[config.mk]
export PLATFORM = sky130hd
export DESIGN_NAME = timed_event_min_queue
export DESIGN_NICKNAME = d
export VERILOG_FILES = /design/src/temq_pkg.sv /design/src/temq_ctrl.sv /design/src/temq_dp.sv /design/src/timed_event_min_queue.sv
export SDC_FILE = /design/constraint.sdc
export NUM_CORES = 1
export LEC_CHECK = 0
export BUFFER_PORTS_ARGS = -buffer_cell sky130_fd_sc_hd__buf_2
export CAP_MARGIN = 20
export CORE_MARGIN = 4
export CORE_UTILIZATION = 50
export DETAILED_ROUTE_END_ITERATION = 10
export PLACE_DENSITY = 0.72
export SKIP_LAST_GASP = 1
export SLEW_MARGIN = 20
export SYNTH_ARGS = -nofsm -noshare
export SYNTH_HDL_FRONTEND = slang
export SYNTH_SLANG_ARGS = --single-unit
[constraint.sdc]
create_clock -name clk -period 5.3 [get_ports clk]
set_input_delay 0.53 -clock clk [delete_from_list [all_inputs] [get_ports clk]]
set_output_delay 0.53 -clock clk [all_outputs]
set_load 0.02 [all_outputs]
[src/temq_pkg.sv]
// ----------------------------------------------------------------------------
// temq_pkg: shared types for the timed event queue
// Beat formats, stored entry, controller states and the command/status
// bundles that join the controller and the datapath.
// ----------------------------------------------------------------------------
package temq_pkg;

  localparam int DEF_QUEUE_DEPTH = 16;
  localparam int PEND_W          = 5;
  localparam int KEY_W           = 17;

  typedef struct packed {
    logic       mode;
    logic [7:0] client_id;
    logic [4:0] hour_in;
    logic [5:0] minute_in;
    logic [5:0] second_in;
  } req_t;

  typedef struct packed {
    logic              ok;
    logic              full_res;
    logic [7:0]        client_out;
    logic [4:0]        hour_out;
    logic [5:0]        minute_out;
    logic [5:0]        second_out;
    logic [PEND_W-1:0] pending;
  } rsp_t;

  typedef struct packed {
    logic [7:0] client;
    logic [4:0] hour;
    logic [5:0] minute;
    logic [5:0] second;
  } entry_t;

  typedef enum logic [1:0] {
    ST_IDLE,
    ST_SCAN,
    ST_SHIFT,
    ST_RESP
  } state_t;

  typedef struct packed {
    logic init;
    logic step;
    logic cmp;
    logic shift_init;
    logic move;
    logic commit;
  } cmd_t;

  typedef struct packed {
    logic in_mode;
    logic empty;
    logic idx_end;
    logic rd_vld;
    logic out_free;
  } status_t;

  localparam logic MODE_ADD  = 1'b0;
  localparam logic MODE_NEXT = 1'b1;

  function automatic logic [KEY_W-1:0] time_key(input entry_t e);
    time_key = {e.hour, e.minute, e.second};
  endfunction

endpackage

[src/temq_ctrl.sv]
// ----------------------------------------------------------------------------
// temq_ctrl: sequencing for the timed event queue
// Steps one item through scan and compaction (non-empty next) to hand-off.
// ----------------------------------------------------------------------------
module temq_ctrl import temq_pkg::*; (
  input  logic    clk,
  input  logic    rst,
  input  logic    req_valid,
  output logic    req_stall,
  input  status_t status,
  output cmd_t    cmd
);

  state_t state;
  state_t state_next;

  always_ff @(posedge clk) begin
    if (rst) begin
      state <= ST_IDLE;
    end else begin
      state <= state_next;
    end
  end

  always_comb begin
    state_next = state;
    case (state)
      ST_IDLE: begin
        if (req_valid) begin
          if (status.in_mode == MODE_NEXT && !status.empty) begin
            state_next = ST_SCAN;
          end else begin
            state_next = ST_RESP;
          end
        end
      end
      ST_SCAN: begin
        if (status.idx_end && !status.rd_vld) begin
          state_next = ST_SHIFT;
        end
      end
      ST_SHIFT: begin
        if (status.idx_end && !status.rd_vld) begin
          state_next = ST_RESP;
        end
      end
      ST_RESP: begin
        if (status.out_free) begin
          state_next = ST_IDLE;
        end
      end
      default: state_next = ST_IDLE;
    endcase
  end

  always_comb begin
    cmd       = '0;
    req_stall = 1'b1;
    case (state)
      ST_IDLE: begin
        req_stall = 1'b0;
        cmd.init  = req_valid;
      end
      ST_SCAN: begin
        if (status.idx_end && !status.rd_vld) begin
          cmd.shift_init = 1'b1;
        end else begin
          cmd.step = 1'b1;
          cmd.cmp  = 1'b1;
        end
      end
      ST_SHIFT: begin
        cmd.step = 1'b1;
        cmd.move = 1'b1;
      end
      ST_RESP: begin
        cmd.commit = status.out_free;
      end
      default: begin
        cmd = '0;
      end
    endcase
  end

endmodule

[src/temq_dp.sv]
// ----------------------------------------------------------------------------
// temq_dp: entry store, scan comparator and result register
// Holds the entry memory and count, walks it for the earliest time, closes
// the gap after removal and drives the result beat.
// ----------------------------------------------------------------------------
module temq_dp import temq_pkg::*; #(
  parameter int QUEUE_DEPTH = DEF_QUEUE_DEPTH
) (
  input  logic    clk,
  input  logic    rst,
  input  req_t    req,
  output rsp_t    rsp,
  output logic    rsp_valid,
  input  logic    rsp_stall,
  input  cmd_t    cmd,
  output status_t status
);

  localparam int AW = (QUEUE_DEPTH > 1) ? $clog2(QUEUE_DEPTH) : 1;
  localparam int CW = $clog2(QUEUE_DEPTH + 1);
  localparam logic [CW-1:0] DEPTH_C = CW'(QUEUE_DEPTH);

  entry_t          mem [QUEUE_DEPTH];
  req_t            hold;
  logic [CW-1:0]   count;
  logic [CW-1:0]   idx;
  logic [AW-1:0]   rd_addr;
  entry_t          rd_data;
  logic            rd_vld;
  entry_t          best;
  logic [AW-1:0]   best_idx;
  logic            idx_end;
  logic            full;
  logic            empty;
  logic            rd_go;
  logic            wr_en;
  logic [AW-1:0]   wr_addr;
  entry_t          wr_data;
  entry_t          new_entry;
  logic            add_ok;
  logic            take_ok;
  rsp_t            rsp_next;

  assign idx_end = (idx >= count);
  assign full    = (count == DEPTH_C);
  assign empty   = (count == '0);
  assign rd_go   = cmd.step && !idx_end;

  assign new_entry = '{client: hold.client_id, hour: hold.hour_in,
                       minute: hold.minute_in, second: hold.second_in};

  assign add_ok  = cmd.commit && hold.mode == MODE_ADD && !full;
  assign take_ok = cmd.commit && hold.mode == MODE_NEXT && !empty;

  always_comb begin
    wr_en   = 1'b0;
    wr_addr = count[AW-1:0];
    wr_data = new_entry;
    if (cmd.move && rd_vld) begin
      wr_en   = 1'b1;
      wr_addr = rd_addr - AW'(1);
      wr_data = rd_data;
    end else if (add_ok) begin
      wr_en = 1'b1;
    end
  end

  always_comb begin
    rsp_next = '0;
    if (hold.mode == MODE_ADD) begin
      rsp_next.ok       = !full;
      rsp_next.full_res = full;
      rsp_next.pending  = full ? PEND_W'(count) : PEND_W'(count + CW'(1));
    end else if (!empty) begin
      rsp_next.ok         = 1'b1;
      rsp_next.client_out = best.client;
      rsp_next.hour_out   = best.hour;
      rsp_next.minute_out = best.minute;
      rsp_next.second_out = best.second;
      rsp_next.pending    = PEND_W'(count - CW'(1));
    end
  end

  always_ff @(posedge clk) begin
    if (wr_en) begin
      mem[wr_addr] <= wr_data;
    end
    if (rd_go) begin
      rd_data <= mem[idx[AW-1:0]];
    end
  end

  always_ff @(posedge clk) begin
    if (rst) begin
      count     <= '0;
      idx       <= '0;
      rd_vld    <= 1'b0;
      rsp_valid <= 1'b0;
    end else begin
      rd_vld <= rd_go;
      if (cmd.init) begin
        idx <= '0;
      end else if (cmd.shift_init) begin
        idx <= CW'(best_idx) + CW'(1);
      end else if (rd_go) begin
        idx <= idx + CW'(1);
      end
      if (add_ok) begin
        count <= count + CW'(1);
      end else if (take_ok) begin
        count <= count - CW'(1);
      end
      if (cmd.commit) begin
        rsp_valid <= 1'b1;
      end else if (!rsp_stall) begin
        rsp_valid <= 1'b0;
      end
    end
  end

  always_ff @(posedge clk) begin
    if (cmd.init) begin
      hold <= req;
    end
    if (rd_go) begin
      rd_addr <= idx[AW-1:0];
    end
    if (cmd.cmp && rd_vld) begin
      if (rd_addr == '0 || time_key(rd_data) < time_key(best)) begin
        best     <= rd_data;
        best_idx <= rd_addr;
      end
    end
    if (cmd.commit) begin
      rsp <= rsp_next;
    end
  end

  assign status = '{in_mode: req.mode, empty: empty, idx_end: idx_end,
                    rd_vld: rd_vld, out_free: !rsp_valid || !rsp_stall};

  a_count_bound: assert property (@(posedge clk) disable iff (rst)
    count <= DEPTH_C)
    else $error("entry count above depth");

  a_read_in_range: assert property (@(posedge clk) disable iff (rst)
    rd_vld |-> (CW'(rd_addr) < count))
    else $error("read beyond stored entries");

  a_take_dec: assert property (@(posedge clk) disable iff (rst)
    take_ok |=> count == $past(count) - CW'(1))
    else $error("removal did not decrement count");

  a_add_inc: assert property (@(posedge clk) disable iff (rst)
    add_ok |=> count == $past(count) + CW'(1))
    else $error("add did not increment count");

endmodule

[src/timed_event_min_queue.sv]
// ----------------------------------------------------------------------------
// timed_event_min_queue: bounded table of timed events, earliest out first
// Add, or next on an empty table: straight from accept to the result hand-off.
// Next on a non-empty table: a scan pass over all entries for the earliest
// time, then a compaction pass that moves each later entry down by one (none
// when the earliest is the last entry), then the hand-off; a new request is
// taken only after that. A stalled result beat holds the hand-off.
// Reset: synchronous; empties the table by clearing the count, no clearing pass.
// ----------------------------------------------------------------------------
module timed_event_min_queue import temq_pkg::*; #(
  parameter int QUEUE_DEPTH = DEF_QUEUE_DEPTH
) (
  input  logic clk,
  input  logic rst,
  input  logic req_valid,
  output logic req_stall,
  input  req_t req,
  output logic rsp_valid,
  input  logic rsp_stall,
  output rsp_t rsp
);

  cmd_t    cmd;
  status_t status;

  temq_ctrl u_ctrl (
    .clk       (clk),
    .rst       (rst),
    .req_valid (req_valid),
    .req_stall (req_stall),
    .status    (status),
    .cmd       (cmd)
  );

  temq_dp #(
    .QUEUE_DEPTH (QUEUE_DEPTH)
  ) u_dp (
    .clk       (clk),
    .rst       (rst),
    .req       (req),
    .rsp       (rsp),
    .rsp_valid (rsp_valid),
    .rsp_stall (rsp_stall),
    .cmd       (cmd),
    .status    (status)
  );

endmodule
Word level (Yosys, flattened, before mapping)
Memories as Yosys holds them, arrays and structs flattened. A register that Yosys moved wholly into a read port is not among the register bits.
Cells that the tools add are included.
- add/subtract/negate cells: 5
- magnitude comparators: 2
- equality and inequality tests: 9
- mux-type cells: 31
- bitwise operators: 1
- reductions and logical operators: 26
- operator list (operator ; number):
    $mux W5 ; 7
    $mux W25 ; 1
    $lt A17 B17 Y1 ; 1
    $mux W2 ; 7
    $mux W1 ; 13
    $add A5 B1 Y5 const B ; 2
    $logic_and A1 B1 Y1 ; 9
    $ne A2 B1 Y1 const B ; 4
    $pmux W2 S4 ; 1
    $logic_not A1 Y1 ; 6
    $add A4 B1 Y5 const B ; 1
    $eq A5 B5 Y1 const B ; 1
    $ge A5 B5 Y1 ; 1
    $logic_not A5 Y1 ; 1
    $sub A5 B1 Y5 const B ; 1
    $eq A2 B2 Y1 const B ; 2
    $logic_not A4 Y1 ; 1
    $mux W4 ; 1
    $reduce_and A4 Y1 ; 1
    $reduce_bool A2 Y1 ; 2
    $reduce_or A2 Y1 ; 2
    $sub A4 B1 Y4 const B ; 1
    $eq A2 B1 Y1 const B ; 1
    $logic_not A2 Y1 ; 1
    other kinds (5) ; 6
- register bits: 105
- memory bits (writable): 400
- bits of input ports: 30
- output and inout bits: 34
- word-level logic and storage cells: 98
- memories: 1
- memories (memory ; depth ; bits a word ; rd ports ; clocked after Yosys merged registers in ; wr ports ; line ; RTL):
    u_dp.mem ; 16 ; 25 ; 1 ; 1 ; 1 ; temq_dp.sv:23 ; entry_t mem [QUEUE_DEPTH];

Logic depth before layout (Yosys ltp)
- depth in word-level cells: 9
- gate-level depth with buffers: 14
- gate-level depth less buffers: 12

Cells and area by module
A second synthesis with hierarchy kept.
- cell total of the unflattened synthesis: 1003
- area, all modules: 20932.6 sq um
- by module, submodules not included (module ; times used ; cells an instance ; area an instance (sq um) ; sequential area each (sq um)):
    temq_dp ; 1 ; 976 ; 20688.6 ; 15735.1
    temq_ctrl ; 1 ; 27 ; 244.0 ; 40.0

Least setup slack after synthesis
OpenSTA, ideal clock, no wires.
- path kind: register to register
- start point: register, netlist name u_dp.rd_data[1]
- end point: register u_dp.best[0] (netlist bit) (enable)
- setup time: 460 ps
- data arrival time: 3583 ps
- data required time: 4840 ps
- setup slack: 1257 ps
- cell stages (with the launch flop): 6
- buffers on the path: 0
- clock period less this slack: 4043 ps
- cells stage by stage: edfxtp_1 > ha_1 > a211oi_1 > nor3_1 > or4_1 > a211oi_1
- longest elaborated chain between the ends: 3
- RTL lines (what ; line ; RTL):
    $lt A17 B17 Y1 ; temq_dp.sv:129 ; if (rd_addr == '0 || time_key(rd_data) < time_key(best)) begin
    $logic_or A1 B1 Y1 ; temq_dp.sv:129 ;
    $reduce_and A2 Y1 (no source line) ; n/a ;
    to (signal assigned) ; temq_dp.sv:130 ; best <= rd_data;
    to (decl) ; temq_dp.sv:30 ; entry_t best;
No other way between the ends.
A chain may end at the register's enable or synchronous reset.

==> out/results.ini <==
[run_status]
status = completed

[layout]
layoutNonFillerInstCount = 1656
final_nets = 1146
layout-drive-gt1-share_pct = 26.25
final_common_cell = edfxtp_1
antennaDiodeCount = 0
synthToLayoutAreaGrowth_pct = 12.61
layout_common_cells = 516 x edfxtp_1, 125 x mux4_2, 65 x buf_2, 53 x clkbuf_16, 30 x ha_1

[routing]
drc = 0
dr.pass1.iters = 7
num_vias = 9995
vias_per_cell = 6.036
final_antenna_net_count = 0
wl_met2_microns = 18360
drt-total-wl_microns = 41690
wl_met3_microns = 3666
top_layer_used = met4
wl_met1_microns = 19050
routedWlPerCell_microns = 25.17
first_iter_violations = 1136

[worst_setup_path]
cp.arrival_ns = 3.90
critPathLaunchType = flip-flop
crit_fanout = 38
reg2reg_depth = 7
cp_cell_sequence = ha_1 > a21bo_2 > inv_2 > nand3_1 > nor2_1 > a32oi_1 > nor2_4
slowest_delay_ns = 0.85
worstSetupEndpointType = flip-flop
cp_slowest_cell = nor2_4
crit_required_ns = 5.52
crit_type = reg2reg

[floorplan]
die_w_microns = 212.2
fp.dieArea_sq_um = 45030
core_sq_um = 41020
fp.dieH_microns = 212.2
io_pins = 64
rows = 74
initial_core_util_pct = 50.84

[synthesis]
synth_largest_area_cell = edfxtp_1
synth_area_sq_um = 20850
synth.area.top_cells = edfxtp_1 74%, mux4_2 14%, ha_1 1.8%
synth_edf_count = 516
async_flop_share_pct = 0
syn-num-nets = 1064
synth_cell_types = 53
yosysTopAreaCellShare_pct = 74.31
yosys_warnings = 0
ys_ff_latch = 530
syn-instance-count = 1004
seq_area_frac_synth_pct = 75.66
synthFlopType = edfxtp_1
avgSynthCellArea_sq_um = 20.77

[min_path]
hold_class = in2reg
hold_path_depth = 1

[place]
gp_congestion = 0.8305
post-place-ws_ns = 1.612
port-buffer-count = 63
placed_cells = 1560
dpl.hpwl_microns = 25920

[timing]
hold_viol = 0
finalSetupViolations = 0
maxSlewViolCount = 0
grt_setup_unrepaired = false
finalClockSkew_ns = 0.01431
min_period_over_period_pct = 69.49
min_period_ns = 3.683
worstMarginPinSlew_ns = 1.184
holdWs_ns = 0.1062
setup_ws_ns = 1.617
final.setup.tns_ns = 0
fmax_mhz = 271.5
maxSlewHeadroom_pct = 21.06

[cts]
numCtsBuffers = 52
hold_buffers = 0
clock_sinks = 530
cts_tree = yes
worstSkewPairLatency_ns = 0.60
cts_setup_buffers = 0
h-tree-depth = 2
post_cts_resize_count = 0
ctsLongestPathBuffers = 3
clk_pin_slew_ns = 0.06
clockRootBuffer = clkbuf_16

[global_route]
grt_usage_pct = 18.75
gr-total-overflow = 0
antenna_found_initial = 0
grt_pass1_wl_microns = 62830
grt_max_degree = 92
grt_pass1_vias = 9760

[pwr]
p_leak_nw = 7.497
p_comb_share_pct = 19.3
intPower_w = 0.008004
clockPowerShare_pct = 32.6
powerDensity_nw_per_um2 = 462.0
worst_ir_drop_vdd_mv = 0.3338
sw_frac_of_total_pct = 26.22
share_seq_of_total_power_pct = 48.1
p_switching_w = 0.002844

[job]
maxCapViolCount = 0

area by class of cell:
type                            count  area [sq um]
Clock inverter                     23         237.7
Multi-Input combinational cell    401          4892
Clock buffer                       69          1386
Fill cell                        2931         17540
Inverter                           30         112.6
Sequential cell                   530         15790
Tap cell                          532         665.6
Timing Repair Buffer               71         400.4
power by group through the flow:
stage / sequential [W] / clock (W) / combinational [W]
final: 0.00522 / 0.00354 / 0.00209
after global routing: 0.00525 / 0.00378 / 0.00227
after CTS: 0.00523 / 0.00359 / 0.00210
after detailed placement: 0.00532 / 0 / 0.00209
after global placement: 0.00531 / 0 / 0.00205
after floorplan: 0.00519 / 0 / 0.00159
flip-flops by register name, indices dropped and copies added (netlist names):
name and cells:
u_dp.mem 400, u_ctrl.state 2, u_dp.rsp_valid 1, u_dp.count 5, u_dp.rd_vld 1, u_dp.idx 5
u_dp.best_idx 4, u_dp.rd_data 25, u_dp.rd_addr 4, u_dp.hold 26, u_dp.best 25, u_dp.rsp 32
cells in the mapped netlist (14+ instances only):
cell,number
clkbuf_1,19
and3_1,27
inv_1,24
dfxtp_1,14
mux2_1,25
ha_1,30
nand2_1,20
nor2_1,36
a21oi_1,28
edfxtp_1,516
mux4_2,125
final timing paths:
check	start	to	slack (ns)
worst min register to register	u_dp.rd_data[19]$_DFFE_PP_	u_dp.best[19]$_DFFE_PP_	0.45
worst max register to register	u_ctrl.state[1]$_SDFFE_PP0P_	u_dp.mem[7][0]$_DFFE_PP_	1.62
worst min-delay path	req[13]	u_dp.hold[13]$_DFFE_PP_	0.11
worst max-delay path	u_ctrl.state[1]$_SDFFE_PP0P_	u_dp.mem[7][0]$_DFFE_PP_	1.62
per-layer routing:
| metal | GRT usage [%] | vias to the layer above |
|---|---|---|
| met3 | 4.028 | 43 |
| met5 | 0 | - |
| met4 | 4.354 | 0 |
| met1 | 30.74 | 5193 |
| li1 | - | 4330 |
| met2 | 26.15 | 429 |
through the flow:
| stage | total power, W | util [%] | area (sq um) |
|---|---|---|---|
| 2_1_floorplan | 0.006781 | - | 20850 |
| 3_3_place_gp | 0.007365 | 53.18 | 21810 |
| 3_5_place_dp | 0.007405 | 53.18 | 21810 |
| 4_1_cts | 0.01092 | 57.14 | 23440 |
| 5_1_grt | 0.01130 | 57.24 | 23480 |
| 6_report | 0.01085 | 57.24 | 23480 |
kinds of logic (layout without fill, tap and decap cells):
kind of cell	Yosys count	after routing	share of synthesized area (%)
XOR/XNOR	8	8	0.3360
AO/OA/AOI/OAI	82	82	2.574
buffers and inverters	73	193	1.530
multiplexers	151	151	14.91
flip-flops	530	530	75.66
adder cells (fa/ha/maj)	30	30	1.800
AND/OR/NAND/NOR	130	130	3.198
critical path, delay by kind of cell, from the launching register on:
kind,cells,cell delay (ns)
AOI/OAI and AO/OA,2,0.73
and+or+nand+nor,3,1.38
adders and majority gates,1,0.21
buffers and inverters,1,0.57
DFF,1,0.39
Power figures use the tool's default switching activity.
